`config.mk`:
```
export PLATFORM = sky130hd
export DESIGN_NAME = orientation_to_cursor_delta_top
export DESIGN_NICKNAME = d
export VERILOG_FILES = /design/src/rtl/otcd_pkg.sv /design/src/rtl/otcd_regs.sv /design/src/rtl/otcd_delta.sv /design/src/rtl/orientation_to_cursor_delta_top.sv
export SDC_FILE = /design/constraint.sdc
export NUM_CORES = 1
export LEC_CHECK = 0
export ABC_AREA = 1
export BUFFER_PORTS_ARGS = -buffer_cell sky130_fd_sc_hd__buf_2
export CAP_MARGIN = 10
export CELL_PAD_IN_SITES_DETAIL_PLACEMENT = 2
export CELL_PAD_IN_SITES_GLOBAL_PLACEMENT = 2
export CORE_ASPECT_RATIO = 1.5
export CORE_MARGIN = 2
export CORE_UTILIZATION = 34
export CTS_CLUSTER_DIAMETER = 50
export DETAILED_ROUTE_END_ITERATION = 6
export HOLD_SLACK_MARGIN = 0.06
export PLACE_DENSITY = 0.79
export SETUP_SLACK_MARGIN = 0.2
export SLEW_MARGIN = 5
export SYNTH_ARGS = -nofsm -noshare
export SYNTH_HDL_FRONTEND = slang
export SYNTH_HIERARCHICAL = 1
export SYNTH_SLANG_ARGS = --single-unit
```
`constraint.sdc`:
```
create_clock -name i_clk -period 8.4 [get_ports i_clk]
set_input_delay 0.84 -clock i_clk [delete_from_list [all_inputs] [get_ports i_clk]]
set_output_delay 0.84 -clock i_clk [all_outputs]
set_load 0.01 [all_outputs]
```
`src/rtl/otcd_pkg.sv`:
```
// otcd_pkg: shared types and constants for the orientation to cursor delta block
// no dependencies; used by otcd_regs, otcd_delta and orientation_to_cursor_delta_top
package otcd_pkg;

    localparam int HEADING_W = 13;
    localparam int TILT_W    = 13;
    localparam int CFG_W     = 8;
    localparam int DELTA_W   = 8;
    localparam int APB_AW    = 3;
    localparam int APB_DW    = 32;

    localparam logic [CFG_W-1:0] SENSITIVITY_RST = 8'd4;
    localparam logic [CFG_W-1:0] DEADBAND_RST    = 8'd2;

    // register index is byte address bit 2
    typedef enum logic {
        REG_SENSITIVITY = 1'b0,
        REG_DEADBAND    = 1'b1
    } t_reg_idx;

    typedef struct packed {
        logic [CFG_W-1:0] sensitivity;
        logic [CFG_W-1:0] deadband;
    } t_cfg;

    typedef struct packed {
        logic [HEADING_W-1:0]     heading;
        logic signed [TILT_W-1:0] tilt;
        logic                     link_up;
    } t_item;

    typedef struct packed {
        logic [HEADING_W-1:0]     heading;
        logic signed [TILT_W-1:0] tilt;
    } t_refs;

    typedef struct packed {
        logic signed [DELTA_W-1:0] delta_x;
        logic signed [DELTA_W-1:0] delta_y;
        logic                      move_valid;
        logic                      link_down;
    } t_result;

endpackage

```
`src/rtl/otcd_regs.sv`:
```
// otcd_regs: apb configuration registers (sensitivity, deadband)
// depends on otcd_pkg
module otcd_regs (
    input  logic                           i_clk,
    input  logic                           i_rst_n,
    input  logic                           psel,
    input  logic                           penable,
    input  logic                           pwrite,
    input  logic [otcd_pkg::APB_AW-1:0]    paddr,
    input  logic [otcd_pkg::APB_DW-1:0]    pwdata,
    output logic [otcd_pkg::APB_DW-1:0]    prdata,
    output logic                           pready,
    output otcd_pkg::t_cfg                 o_cfg
);

    otcd_pkg::t_cfg   r_cfg;
    otcd_pkg::t_reg_idx reg_idx;
    logic             wr_en;

    assign reg_idx = otcd_pkg::t_reg_idx'(paddr[2]);
    assign pready  = 1'b1;
    assign wr_en   = psel && penable && pwrite && pready;

    always_ff @(posedge i_clk) begin
        if (!i_rst_n) begin
            r_cfg.sensitivity <= otcd_pkg::SENSITIVITY_RST;
            r_cfg.deadband    <= otcd_pkg::DEADBAND_RST;
        end else if (wr_en) begin
            unique case (reg_idx)
                otcd_pkg::REG_SENSITIVITY: begin
                    r_cfg.sensitivity <= pwdata[otcd_pkg::CFG_W-1:0];
                end
                otcd_pkg::REG_DEADBAND: begin
                    r_cfg.deadband <= pwdata[otcd_pkg::CFG_W-1:0];
                end
            endcase
        end
    end

    always_comb begin
        prdata = '0;
        unique case (reg_idx)
            otcd_pkg::REG_SENSITIVITY: begin
                prdata[otcd_pkg::CFG_W-1:0] = r_cfg.sensitivity;
            end
            otcd_pkg::REG_DEADBAND: begin
                prdata[otcd_pkg::CFG_W-1:0] = r_cfg.deadband;
            end
        endcase
    end

    assign o_cfg = r_cfg;

endmodule

```
`src/rtl/otcd_delta.sv`:
```
// otcd_delta: one-pass delta datapath, scaling, wrap handling, deadband, saturation
// depends on otcd_pkg
module otcd_delta #(
    parameter int ANGLE_FRAC_BITS = 4
) (
    input  otcd_pkg::t_item   i_item,
    input  otcd_pkg::t_refs   i_refs,
    input  logic              i_primed,
    input  otcd_pkg::t_cfg    i_cfg,
    output otcd_pkg::t_result o_result,
    output otcd_pkg::t_refs   o_next_refs
);

    // angle width holds heading and heading minus a full turn
    localparam int AW = (ANGLE_FRAC_BITS + 10 > 14) ? ANGLE_FRAC_BITS + 10 : 14;
    localparam int PW = AW + otcd_pkg::CFG_W + 1;
    localparam int DW = PW + 1;

    localparam logic signed [AW-1:0] ONE_DEG   = AW'(1) << ANGLE_FRAC_BITS;
    localparam logic signed [AW-1:0] FULL_TURN = AW'(360) << ANGLE_FRAC_BITS;
    localparam logic signed [AW-1:0] NEAR_TURN = AW'(359) << ANGLE_FRAC_BITS;
    localparam logic signed [PW-1:0] TRUNC_BIAS =
        (PW'(1) << ANGLE_FRAC_BITS) - PW'(1);
    localparam logic signed [DW-1:0] SAT_HI = DW'(127);
    localparam logic signed [DW-1:0] SAT_LO = -DW'(128);

    // sens * angle / 2^frac, truncated toward zero
    function automatic logic signed [PW-1:0] scale_angle(
        input logic signed [AW-1:0]              angle,
        input logic signed [otcd_pkg::CFG_W:0]   sens
    );
        logic signed [PW-1:0] prod;
        prod = PW'(sens) * PW'(angle);
        if (prod < 0) begin
            prod = prod + TRUNC_BIAS;
        end
        return prod >>> ANGLE_FRAC_BITS;
    endfunction

    function automatic logic signed [otcd_pkg::DELTA_W-1:0] sat_byte(
        input logic signed [DW-1:0] v
    );
        logic signed [DW-1:0] c;
        c = v;
        if (v > SAT_HI) begin
            c = SAT_HI;
        end else if (v < SAT_LO) begin
            c = SAT_LO;
        end
        return c[otcd_pkg::DELTA_W-1:0];
    endfunction

    logic [otcd_pkg::HEADING_W-1:0]     ref_h;
    logic signed [otcd_pkg::TILT_W-1:0] ref_t;
    logic signed [AW-1:0]               head_a, refh_a, tilt_a, reft_a;
    logic signed [AW-1:0]               ang_new, ang_ref;
    logic                               wrap_fwd, wrap_bwd;
    logic signed [otcd_pkg::CFG_W:0]    sens_s;
    logic signed [DW-1:0]               db_s, dx, dy;
    logic                               in_db_x, in_db_y;
    logic signed [otcd_pkg::DELTA_W-1:0] dx_sat, dy_sat;

    // first sample primes the references
    assign ref_h = i_primed ? i_refs.heading : i_item.heading;
    assign ref_t = i_primed ? i_refs.tilt    : i_item.tilt;

    assign head_a = signed'({{(AW-otcd_pkg::HEADING_W){1'b0}}, i_item.heading});
    assign refh_a = signed'({{(AW-otcd_pkg::HEADING_W){1'b0}}, ref_h});
    assign tilt_a = {{(AW-otcd_pkg::TILT_W){i_item.tilt[otcd_pkg::TILT_W-1]}}, i_item.tilt};
    assign reft_a = {{(AW-otcd_pkg::TILT_W){ref_t[otcd_pkg::TILT_W-1]}}, ref_t};

    assign wrap_fwd = (head_a > NEAR_TURN) && (refh_a < ONE_DEG);
    assign wrap_bwd = (head_a < ONE_DEG) && (refh_a > NEAR_TURN);

    assign ang_new = wrap_fwd ? head_a - FULL_TURN : head_a;
    assign ang_ref = wrap_bwd ? refh_a - FULL_TURN : refh_a;

    assign sens_s = signed'({1'b0, i_cfg.sensitivity});
    assign db_s   = signed'(DW'(i_cfg.deadband));

    assign dx = DW'(scale_angle(ang_new, sens_s)) - DW'(scale_angle(ang_ref, sens_s));
    assign dy = DW'(scale_angle(reft_a, sens_s)) - DW'(scale_angle(tilt_a, sens_s));

    assign in_db_x = (dx >= -db_s) && (dx <= db_s);
    assign in_db_y = (dy >= -db_s) && (dy <= db_s);

    assign dx_sat = in_db_x ? '0 : sat_byte(dx);
    assign dy_sat = in_db_y ? '0 : sat_byte(dy);

    assign o_next_refs.heading = in_db_x ? ref_h : i_item.heading;
    assign o_next_refs.tilt    = in_db_y ? ref_t : i_item.tilt;

    assign o_result.delta_x    = dx_sat;
    assign o_result.delta_y    = dy_sat;
    assign o_result.move_valid = i_item.link_up && (!in_db_x || !in_db_y);
    assign o_result.link_down  = !i_item.link_up;

endmodule

```
`src/rtl/orientation_to_cursor_delta_top.sv`:
```
// orientation_to_cursor_delta_top: orientation samples in, cursor deltas out
// depends on otcd_pkg, otcd_regs, otcd_delta
//
//  channel   direction  handshake          payload
//  sample    in         i_valid / o_ready  i_heading, i_tilt, i_link_up
//  delta     out        o_valid / i_ready  o_delta_x, o_delta_y, o_move_valid, o_link_down
//  config    in         apb (psel/penable) paddr, pwdata, prdata
//
// one sample per cycle sustained while the delta channel is ready; a sample passes
// through the sample register, then the result register, before delta valid
// the per-axis reference registers and the primed flag are the only feedback: they
// update in the cycle a sample moves from the sample register into the result register
// synchronous active-low reset clears references, primed flag and valids; presets config
// a stalled result holds in the result register while one more sample is taken
module orientation_to_cursor_delta_top #(
    parameter int ANGLE_FRAC_BITS = 4
) (
    input  logic                                  i_clk,
    input  logic                                  i_rst_n,
    // sample channel
    input  logic                                  i_valid,
    output logic                                  o_ready,
    input  logic [otcd_pkg::HEADING_W-1:0]        i_heading,
    input  logic signed [otcd_pkg::TILT_W-1:0]    i_tilt,
    input  logic                                  i_link_up,
    // delta channel
    output logic                                  o_valid,
    input  logic                                  i_ready,
    output logic signed [otcd_pkg::DELTA_W-1:0]   o_delta_x,
    output logic signed [otcd_pkg::DELTA_W-1:0]   o_delta_y,
    output logic                                  o_move_valid,
    output logic                                  o_link_down,
    // configuration port
    input  logic                                  psel,
    input  logic                                  penable,
    input  logic                                  pwrite,
    input  logic [otcd_pkg::APB_AW-1:0]           paddr,
    input  logic [otcd_pkg::APB_DW-1:0]           pwdata,
    output logic [otcd_pkg::APB_DW-1:0]           prdata,
    output logic                                  pready
);

    otcd_pkg::t_cfg    cfg;
    otcd_pkg::t_item   r_s1_item;
    logic              r_s1_valid;
    otcd_pkg::t_refs   r_refs;
    otcd_pkg::t_refs   n_refs;
    logic              r_primed;
    otcd_pkg::t_result n_result;
    otcd_pkg::t_result r_out;
    logic              r_out_valid;
    logic              in_xfer;
    logic              s1_adv;

    otcd_regs u_regs (
        .i_clk   (i_clk),
        .i_rst_n (i_rst_n),
        .psel    (psel),
        .penable (penable),
        .pwrite  (pwrite),
        .paddr   (paddr),
        .pwdata  (pwdata),
        .prdata  (prdata),
        .pready  (pready),
        .o_cfg   (cfg)
    );

    otcd_delta #(
        .ANGLE_FRAC_BITS (ANGLE_FRAC_BITS)
    ) u_delta (
        .i_item      (r_s1_item),
        .i_refs      (r_refs),
        .i_primed    (r_primed),
        .i_cfg       (cfg),
        .o_result    (n_result),
        .o_next_refs (n_refs)
    );

    // sample register moves on when the result register is free or being drained
    assign s1_adv  = r_s1_valid && (!r_out_valid || i_ready);
    assign o_ready = !r_s1_valid || s1_adv;
    assign in_xfer = i_valid && o_ready;

    // sample register payload
    always_ff @(posedge i_clk) begin
        if (in_xfer) begin
            r_s1_item.heading <= i_heading;
            r_s1_item.tilt    <= i_tilt;
            r_s1_item.link_up <= i_link_up;
        end
    end

    // result register payload
    always_ff @(posedge i_clk) begin
        if (s1_adv) begin
            r_out <= n_result;
        end
    end

    // control and reference state
    always_ff @(posedge i_clk) begin
        if (!i_rst_n) begin
            r_s1_valid  <= 1'b0;
            r_out_valid <= 1'b0;
            r_refs      <= '0;
            r_primed    <= 1'b0;
        end else begin
            if (in_xfer) begin
                r_s1_valid <= 1'b1;
            end else if (s1_adv) begin
                r_s1_valid <= 1'b0;
            end
            if (s1_adv) begin
                r_out_valid <= 1'b1;
                r_refs      <= n_refs;
                r_primed    <= 1'b1;
            end else if (i_ready) begin
                r_out_valid <= 1'b0;
            end
        end
    end

    assign o_valid      = r_out_valid;
    assign o_delta_x    = r_out.delta_x;
    assign o_delta_y    = r_out.delta_y;
    assign o_move_valid = r_out.move_valid;
    assign o_link_down  = r_out.link_down;

    // once primed, the references stay primed until reset
    a_primed_sticky: assert property (@(posedge i_clk) disable iff (!i_rst_n)
        r_primed |=> r_primed)
        else $error("primed flag dropped");

    // a move is only flagged with a nonzero delta
    a_move_nonzero: assert property (@(posedge i_clk) disable iff (!i_rst_n)
        (o_valid && o_move_valid) |-> (o_delta_x != 0 || o_delta_y != 0))
        else $error("move flagged with zero deltas");

    // move and link-down never together
    a_move_link: assert property (@(posedge i_clk) disable iff (!i_rst_n)
        o_valid |-> !(o_move_valid && o_link_down))
        else $error("move flagged while link down");

    // a held sample is neither lost nor overwritten
    a_s1_hold: assert property (@(posedge i_clk) disable iff (!i_rst_n)
        (r_s1_valid && !s1_adv) |=> (r_s1_valid && $stable(r_s1_item)))
        else $error("sample register overwritten");

    // references change only when a sample moves into the result register
    a_refs_hold: assert property (@(posedge i_clk) disable iff (!i_rst_n)
        !s1_adv |=> $stable(r_refs))
        else $error("reference changed without a sample");

endmodule
```
==> flow_summary.json, run 1 <==
{
  "syn-instance-count": 4077,
  "grt_start_max_net_pins": 55,
  "synth_sequential_area_ratio_pct": 8.13,
  "placement_row_count": 128,
  "gp_congestion": 0.892,
  "outcome": "aborted with a tool error",
  "grt.overflow.total": 289,
  "tritoncts.num_buffers": 9,
  "total_routing_resource_utilization_after_global_routing_pct": 63.5,
  "h-tree-depth": 3,
  "synth_compound_area_share_pct": 6.59,
  "synthArstFlopShare_pct": 0,
  "synth.ff_latch_count": 90,
  "synth_top_area_share_pct": 25.3,
  "placedCellCount": 5785,
  "postCtsHoldBufs": 0,
  "worst-endpoint-pin-kind": "register data pin",
  "post-dp-hpwl_mm": 129,
  "cts_root_buffer": "clkbuf_16",
  "netlist.top_cell.by_area": "fa_1",
  "synth_top_family_by_area": "adder cells",
  "postGrtWorstEndpoint": "r_refs[20]$_SDFFE_PN0P_/D",
  "post_synth_main_area_contributors": "fa_1, nand2_1, inv_1",
  "count_of_flip_flops_with_a_built_in_enable_after_synthesis": 45,
  "synthesis.area_per_instance_um2": 6.80,
  "chipHeight_um": 354,
  "io_pins": 122,
  "synth.mux.area_fraction_pct": 0.0361,
  "post_synth_design_cell_area_um2": 27700,
  "synth.distinct_cells": 65,
  "synth_adder_area_share_pct": 38.2,
  "die_width_um": 237,
  "floorplan.initialDensity_pct": 34.2,
  "synth_area_in_xor_xnor_pct": 3.71,
  "toolErrorMsg": "[ERROR GRT-0232] Routing congestion too high. Check the congestion heatmap in the GUI.",
  "synth_flop_cell": "edfxtp_1",
  "last-stage-reached": "5_1_grt",
  "post_dp_cell_area_um2": 34600,
  "cts-root-to-sink-buffers": 2,
  "cts.sinks": 90,
  "port_buffers": 70,
  "yosys.area_share.simple_pct": 27.5,
  "synth-warning-count": 6
}
[per-stage QoR]
step                      worst slack, ns  util (%)
after floorplan                     0.146         -
after CTS                           -1.24      45.8
after detailed placement            -2.07      42.8
after global placement             -0.915      42.8
[logic make-up after synthesis]
kind of cell / after synthesis
simple gates: 1817
buf+inv: 1097
compound gates: 323
other cells: 2
xor+xnor: 111
mux: 1
flops: 90
fa+ha+maj: 636
[Yosys cell counts (11+ instances only)]
master / instances
dfxtp_1: 45
nor2_1: 410
o21ai_1: 15
fa_1: 350
o21a_1: 11
clkbuf_1: 56
nand3_1: 195
inv_2: 14
xor2_1: 72
o21ai_2: 11
buf_4: 33
inv_1: 955
a21oi_1: 172
ha_1: 286
or2_2: 15
xnor2_1: 33
nand2_1: 1023
o21ai_0: 71
edfxtp_1: 45
buf_6: 16
nand2_2: 23
nand4_1: 54
nor3_1: 37
[what timing repair did]
| item | in CTS |
|---|---|
| pin swaps | 154 |
| cloned | 3 |
| resized for setup | 390 |
| buffers inserted | 60 |
| endpoints found under the setup margin | 43 |
[per-layer routing]
layer | track usage (%) | GRT overflow
met1 | 58.3 | 5
met4 | 69.7 | 107
met3 | 39.0 | 0
met5 | 11.6 | 0
met2 | 90.5 | 177
==> inputs of run 2 (changes only) <==
--- a/config.mk
+++ b/config.mk
@@ -8,16 +8,10 @@
 export ABC_AREA = 1
 export BUFFER_PORTS_ARGS = -buffer_cell sky130_fd_sc_hd__buf_2
 export CAP_MARGIN = 10
-export CELL_PAD_IN_SITES_DETAIL_PLACEMENT = 2
-export CELL_PAD_IN_SITES_GLOBAL_PLACEMENT = 2
-export CORE_ASPECT_RATIO = 1.5
 export CORE_MARGIN = 2
-export CORE_UTILIZATION = 34
-export CTS_CLUSTER_DIAMETER = 50
+export CORE_UTILIZATION = 35
 export DETAILED_ROUTE_END_ITERATION = 6
-export HOLD_SLACK_MARGIN = 0.06
-export PLACE_DENSITY = 0.79
-export SETUP_SLACK_MARGIN = 0.2
+export PLACE_DENSITY_LB_ADDON = 0.15
 export SLEW_MARGIN = 5
 export SYNTH_ARGS = -nofsm -noshare
 export SYNTH_HDL_FRONTEND = slang
==> constraint.sdc (replaced) <==
create_clock -name i_clk -period 10.9 [get_ports i_clk]
set_input_delay 1.09 -clock i_clk [delete_from_list [all_inputs] [get_ports i_clk]]
set_output_delay 1.09 -clock i_clk [all_outputs]
set_load 0.01 [all_outputs]
==> run 2 against run 1 <==
  * The run now ends clean
  * Area after synthesis is the same
  * Synthesized cell count is the same
==> flow_summary.json, run 2 <==
{
  "detail_route.iter0.violations": 1451,
  "final_max_slew_viol_count": 0,
  "synth_flop_cell": "edfxtp_1",
  "hold_class": "reg2reg",
  "timing_worst_setup_path_type": "reg2reg",
  "total_routing_resource_utilization_after_global_routing_pct": 19.9,
  "number_of_maximum_capacitance_constraint_violations": 0,
  "most_flops_register": "r_s1_item",
  "synth.distinct_cells": 65,
  "cpMaxStageDelayCell": "fa_1",
  "cellLeakagePower_nw": 16.8,
  "grt_start_max_net_pins": 55,
  "first_global_vias": 23400,
  "total_power_mw": 4.93,
  "post-dp-hpwl_mm": 66.6,
  "synth_sequential_area_ratio_pct": 8.13,
  "p_switching_mw": 2.99,
  "largest_reg_flops": 27,
  "hold_viol": 0,
  "finish.net_count": 4812,
  "clock_insertion_delay_worst_skew_ns": 0.39,
  "route.detailed.drc": 0,
  "port_buffers": 70,
  "post_synth_design_cell_area_um2": 27700,
  "postRouteAntennaNets": 0,
  "gp_congestion": 0.875,
  "die_width_um": 285,
  "synth-warning-count": 6,
  "synth_top_area_share_pct": 25.3,
  "die_area_um2": 81400,
  "crit_path_end_kind": "flop",
  "hold_slack_ns": 0.479,
  "dr_total_vias": 24300,
  "grt.overflow.total": 0,
  "netlist.top_cell.by_area": "fa_1",
  "most-common-layout-cells": "nand2_1, inv_1, nor2_1, fa_1, ha_1",
  "power.sequential.fraction_pct": 9.8,
  "fin_worst_skew_ns": 0.0108,
  "synthesis.area_per_instance_um2": 6.80,
  "synthArstFlopShare_pct": 0,
  "stdcell_count": 5163,
  "syn-instance-count": 4077,
  "placedCellCount": 5139,
  "clock_power_share_pct": 6.9,
  "slowest_delay_ns": 0.55,
  "final_layout_size_suffix_gt1_share_pct": 6.69,
  "yosysMostFrequentCell": "nand2_1",
  "report.final.setup_viol": 0,
  "power_frac_comb_pct": 83.3,
  "data_arrival_time_of_the_critical_path_ns": 10.48,
  "grt_antenna_before_repair": 0,
  "grt_first_pass_wirelength_mm": 129,
  "internal_portion_of_total_power_mw": 1.95,
  "clock_tree_from_tritoncts": "built",
  "path_common_cell": "nand2_1",
  "clkTransAtPathRegs_ns": 0.08,
  "critical_path_required_ns": 11.23,
  "h-tree-depth": 3,
  "switching_power_share_of_the_total_pct": 60.5,
  "detail_route.vias_per_cell": 4.70,
  "finalCriticalPeriod_ns": 10.15,
  "worstPathMaxFanout": 18,
  "synth_common_cells": "nand2_1, inv_1, nor2_1, fa_1, ha_1",
  "worst_slew_margin_rel_pct": 25.0,
  "mostFrequentLayoutCell": "nand2_1",
  "power_density_nw_per_um2": 167,
  "coreArea_um2": 78700,
  "wire_per_inst_um": 15.6,
  "setup_tns_ns": 0,
  "rsz_0062_raised_after_global_routing": "no",
  "post_synth_main_area_contributors": "fa_1, nand2_1, inv_1",
  "floorplan.initialDensity_pct": 35.2,
  "tritoncts.num_buffers": 9,
  "io_pins": 122,
  "postCtsHoldBufs": 0,
  "critPathLaunchType": "flop",
  "ir_drop_v": 0.000170,
  "cts.sinks": 90,
  "cts-root-to-sink-buffers": 2,
  "route.final.wire_length_mm": 80.3,
  "outcome": "completed",
  "chipHeight_um": 285,
  "areaGrowthSynthToFinish_pct": 6.58,
  "placement_row_count": 103,
  "cts_root_buffer": "clkbuf_16",
  "synth.ff_latch_count": 90,
  "count_of_flip_flops_with_a_built_in_enable_after_synthesis": 45,
  "tightest_slew_ns": 1.13,
  "timing.fmax_mhz": 98.5,
  "first_pass_iters": 6,
  "post-route-period-util_pct": 93.1
}
-- run 2: final timing paths --
check                  from         end  slack (ns)  cells past startpoint
setup / recovery   r_primed  r_refs[17]        0.75                     58
hold / removal    r_refs[7]   r_refs[7]        0.48                      2
setup reg to reg   r_primed  r_refs[17]        0.75                     58
hold reg to reg   r_refs[7]   r_refs[7]        0.48                      2
-- run 2: what timing repair did --
item,4_1_cts,5_1_grt
setup endpoints to repair,0,21
resized for setup,0,32
setup buffers,0,3
-- run 2: cell families (layout without fill, tap and decap cells) --
group	after synthesis	after routing	synth area share, %
simple gates	1817	1820	27.5
buf+inv	1097	1106	15.9
fa+ha+maj	636	636	38.2
compound gates	323	323	6.59
xor+xnor	111	111	3.71
flops	90	90	8.13
other cells	2	26	0.0271
mux	1	1	0.0361
-- run 2: routing by layer --
layer,vias to the layer above,wire (um),track usage (%)
met5,-,0,0
met4,0,863,2.77
met3,41,4080,2.60
met2,531,34400,31.0
met1,11400,41000,29.8
li1,12300,-,-
-- run 2: cell type report --
| type | instances | area, um^2 |
|---|---|---|
| Inverter | 975 | 3670 |
| Tap cell | 1050 | 1310 |
| Clock inverter | 7 | 71.3 |
| Timing Repair Buffer | 115 | 712 |
| Clock buffer | 9 | 225 |
| Sequential cell | 90 | 2260 |
| Antenna cell | 1 | 2.50 |
| Multi-Input combinational cell | 2916 | 21300 |
| Fill cell | 8589 | 49200 |
-- run 2: critical path: cells and delay by family (launching register included) --
| kind | cells | cell delay, ns |
|---|---|---|
| flops | 1 | 0.36 |
| fa+ha+maj | 7 | 3.13 |
| buf+inv | 13 | 1.30 |
| simple gates | 28 | 3.21 |
| compound gates | 8 | 1.60 |
| xor+xnor | 2 | 0.42 |
-- run 2: power by group through the flow --
stage | Sequential [mW] | Clock [mW] | Combinational, mW
after floorplan | 0.481 | 0 | 3.00
after global placement | 0.493 | 0 | 4.01
after detailed placement | 0.493 | 0 | 4.01
after CTS | 0.486 | 0.354 | 4.03
after global routing | 0.489 | 0.366 | 4.72
final | 0.483 | 0.341 | 4.11
-- run 2: through the flow --
step | worst slack (ns) | cell area (um^2) | util (%)
floorplan | 1.89 | 27800 | -
global placement | 0.427 | 29000 | 36.9
detailed placement | 0.411 | 29000 | 36.9
CTS | 0.338 | 29300 | 37.3
global route | 0.0156 | 29500 | 37.5
finish | 0.751 | 29500 | 37.5
No activity file was read; power rests on OpenSTA's default activity.
==> inputs of run 3 (changes only) <==
--- a/config.mk
+++ b/config.mk
@@ -11,7 +11,7 @@
 export CORE_MARGIN = 2
 export CORE_UTILIZATION = 35
 export DETAILED_ROUTE_END_ITERATION = 6
-export PLACE_DENSITY_LB_ADDON = 0.15
+export GPL_TIMING_DRIVEN = 0
 export SLEW_MARGIN = 5
 export SYNTH_ARGS = -nofsm -noshare
 export SYNTH_HDL_FRONTEND = slang
==> run 3 against run 2 <==
  * Sequential share of layout area fell by 0.11 points
  * Fmax fell by 0.13%
  * Largest cell class unchanged
  * Register-to-register slack hardly changed
  * Flip-flop and latch count did not move
  * Combinational power increased by 1%
  * Critical path type unchanged
  * Core utilization rose by 0.51 points
  * Critical path depth is 14 lower
  * Non-clock buffer count grew 80
  * Worst hold slack improved by 0.00082 ns
==> flow_summary.json, run 3 (synthesis results as in run 2) <==
{
  "final_layout_size_suffix_gt1_share_pct": 6.99,
  "crit_path_end_kind": "flop",
  "fin_worst_skew_ns": 0.0177,
  "total_routing_resource_utilization_after_global_routing_pct": 19.8,
  "ir_drop_v": 0.000110,
  "dr_total_vias": 24800,
  "grt.overflow.total": 0,
  "hold_class": "reg2reg",
  "coreArea_um2": 78700,
  "port_buffers": 68,
  "cts-root-to-sink-buffers": 2,
  "die_area_um2": 81400,
  "regToRegEndpoint": "r_refs[3]",
  "outcome": "completed",
  "hold_slack_ns": 0.480,
  "clock_tree_from_tritoncts": "built",
  "final_max_slew_viol_count": 0,
  "clock_insertion_delay_worst_skew_ns": 0.39,
  "tritoncts.num_buffers": 9,
  "grt_antenna_before_repair": 1,
  "cts_root_buffer": "clkbuf_16",
  "die_width_um": 285,
  "most-common-layout-cells": "nand2_1, inv_1, nor2_1, fa_1, ha_1",
  "finish.net_count": 4889,
  "rsz_0062_raised_after_global_routing": "yes",
  "p_switching_mw": 2.99,
  "internal_portion_of_total_power_mw": 1.98,
  "number_of_maximum_capacitance_constraint_violations": 0,
  "power_density_nw_per_um2": 166,
  "first_pass_iters": 5,
  "tightest_slew_ns": 0.909,
  "finalCriticalPeriod_ns": 10.16,
  "gp_congestion": 0.948,
  "timing.fmax_mhz": 98.4,
  "cpMaxStageDelayCell": "clkbuf_1",
  "critical_path_required_ns": 11.18,
  "crit_cells": 44,
  "worst_slew_margin_rel_pct": 37.7,
  "data_arrival_time_of_the_critical_path_ns": 10.44,
  "timing.reg2reg.setup_slack_ns": 0.74,
  "fillCellCount": 8445,
  "timing.critical_path.max_delay_family": "adder cells",
  "report.final.setup_viol": 0,
  "stdcell_area_um2": 29900,
  "postCtsHoldBufs": 0,
  "cts.sinks": 90,
  "timing_worst_setup_path_type": "reg2reg",
  "placement_row_count": 103,
  "clock_power_share_pct": 6.7,
  "first_global_vias": 23900,
  "wire_per_inst_um": 15.2,
  "finalCoreUtilization_pct": 38.0,
  "floorplan.initialDensity_pct": 35.2,
  "most_flops_register": "r_s1_item",
  "crit-reg2reg-launch": "u_regs/o_cfg[11]",
  "postRouteAntennaNets": 0,
  "mostFrequentLayoutCell": "nand2_1",
  "worstPathMaxFanout": 10,
  "h-tree-depth": 3,
  "grt_first_pass_wirelength_mm": 129,
  "post-dp-hpwl_mm": 69.0,
  "worstSetupStartpoint": "u_regs/o_cfg[11]",
  "chipHeight_um": 285,
  "critPathLaunchType": "flop",
  "clkTransAtPathRegs_ns": 0.08,
  "hold_viol": 0,
  "power.sequential.fraction_pct": 9.4,
  "detail_route.vias_per_cell": 4.73,
  "post-route-period-util_pct": 93.2,
  "switching_power_share_of_the_total_pct": 60.2,
  "io_pins": 122,
  "largest_reg_flops": 27,
  "grt_start_max_net_pins": 28,
  "cellLeakagePower_nw": 17.0,
  "route.detailed.drc": 0,
  "areaGrowthSynthToFinish_pct": 8.04,
  "cp_num_buf_inv": 7,
  "post_dp_cell_area_um2": 29500,
  "detail_route.iter0.violations": 1625,
  "route.final.wire_length_mm": 79.6,
  "slowest_delay_ns": 0.67,
  "insertedDiodeCount": 0,
  "critical_path.endpoint": "r_refs[3]",
  "path_common_cell": "nand2_1",
  "rr_worst_depth": 44,
  "power_frac_comb_pct": 83.9
}
[run 3: changes by cell type in the layout (fill, tap and decap cells not counted), moves of 3 or more]
cell,before,now
buf_2,70,74
clkbuf_1,0,50
clkbuf_2,0,5
a21oi_1,166,169
buf_1,0,9
buf_4,43,39
buf_6,1,16
a21oi_2,7,3
nand2_1,1023,1020
[run 3: worst reg2reg max path: cells and delay by family, from the launching register on]
kind	cells	cell delay [ns]
xor+xnor	1	0.50
fa+ha+maj	7	3.15
flops	1	0.50
compound gates	3	0.65
simple gates	26	3.11
buf+inv	7	2.11
[run 3: how the worst min path moves through the flow]
stage / start / end / slack, ns / depth (start not counted)
CTS: r_refs[6] / r_refs[6] / 0.48 / 2
finish: r_refs[6] / r_refs[6] / 0.48 / 2
floorplan: r_refs[13] / r_refs[13] / 0.44 / 2
global route: r_refs[24] / r_refs[24] / 0.51 / 2
detailed placement: r_refs[6] / r_refs[6] / 0.46 / 2
global placement: r_refs[7] / r_refs[7] / 0.46 / 2
[run 3: power by group through the flow]
stage | registers (mW) | logic [mW] | clock network, mW
CTS | 0.468 | 4.13 | 0.348
global route | 0.474 | 4.75 | 0.359
finish | 0.468 | 4.17 | 0.335
detailed placement | 0.476 | 4.10 | 0
floorplan | 0.481 | 3.00 | 0
global placement | 0.475 | 4.07 | 0
[run 3: timing repair]
action | in CTS | in global routing
setup endpoints to repair | 0 | 43
gates resized for setup | 0 | 50
buffers inserted | 0 | 5
[run 3: layout make-up]
type                    instances  area (um^2)  area share (%)
plain buffers                 121          732            2.44
clock inverters                 7         76.3           0.255
well taps                    1050         1310            4.39
multi-input cells            2913        21300            71.1
flip-flops and latches         90         2250            7.53
repair buffers                 74          385            1.29
inverters                     975         3670            12.2
clock buffers                   9          225           0.752
[run 3: routing by layer]
| layer | GRT usage, % | routed length, um | up-vias |
|---|---|---|---|
| li1 | - | - | 12500 |
| met1 | 28.1 | 38300 | 11600 |
| met2 | 32.1 | 35200 | 657 |
| met3 | 2.91 | 4690 | 75 |
| met4 | 3.81 | 1430 | 4 |
| met5 | 0 | 23 | - |
[run 3: metrics by stage]
stage	total power, mW	setup TNS [ns]	instances	setup slack (ns)
after floorplan	3.48	0	4100	1.89
after global placement	4.54	0	5218	0.231
after detailed placement	4.58	0	5219	0.151
after CTS	4.95	0	5235	0.115
after global routing	5.58	-0.0320	5239	-0.0185
final	4.97	0	5239	0.738
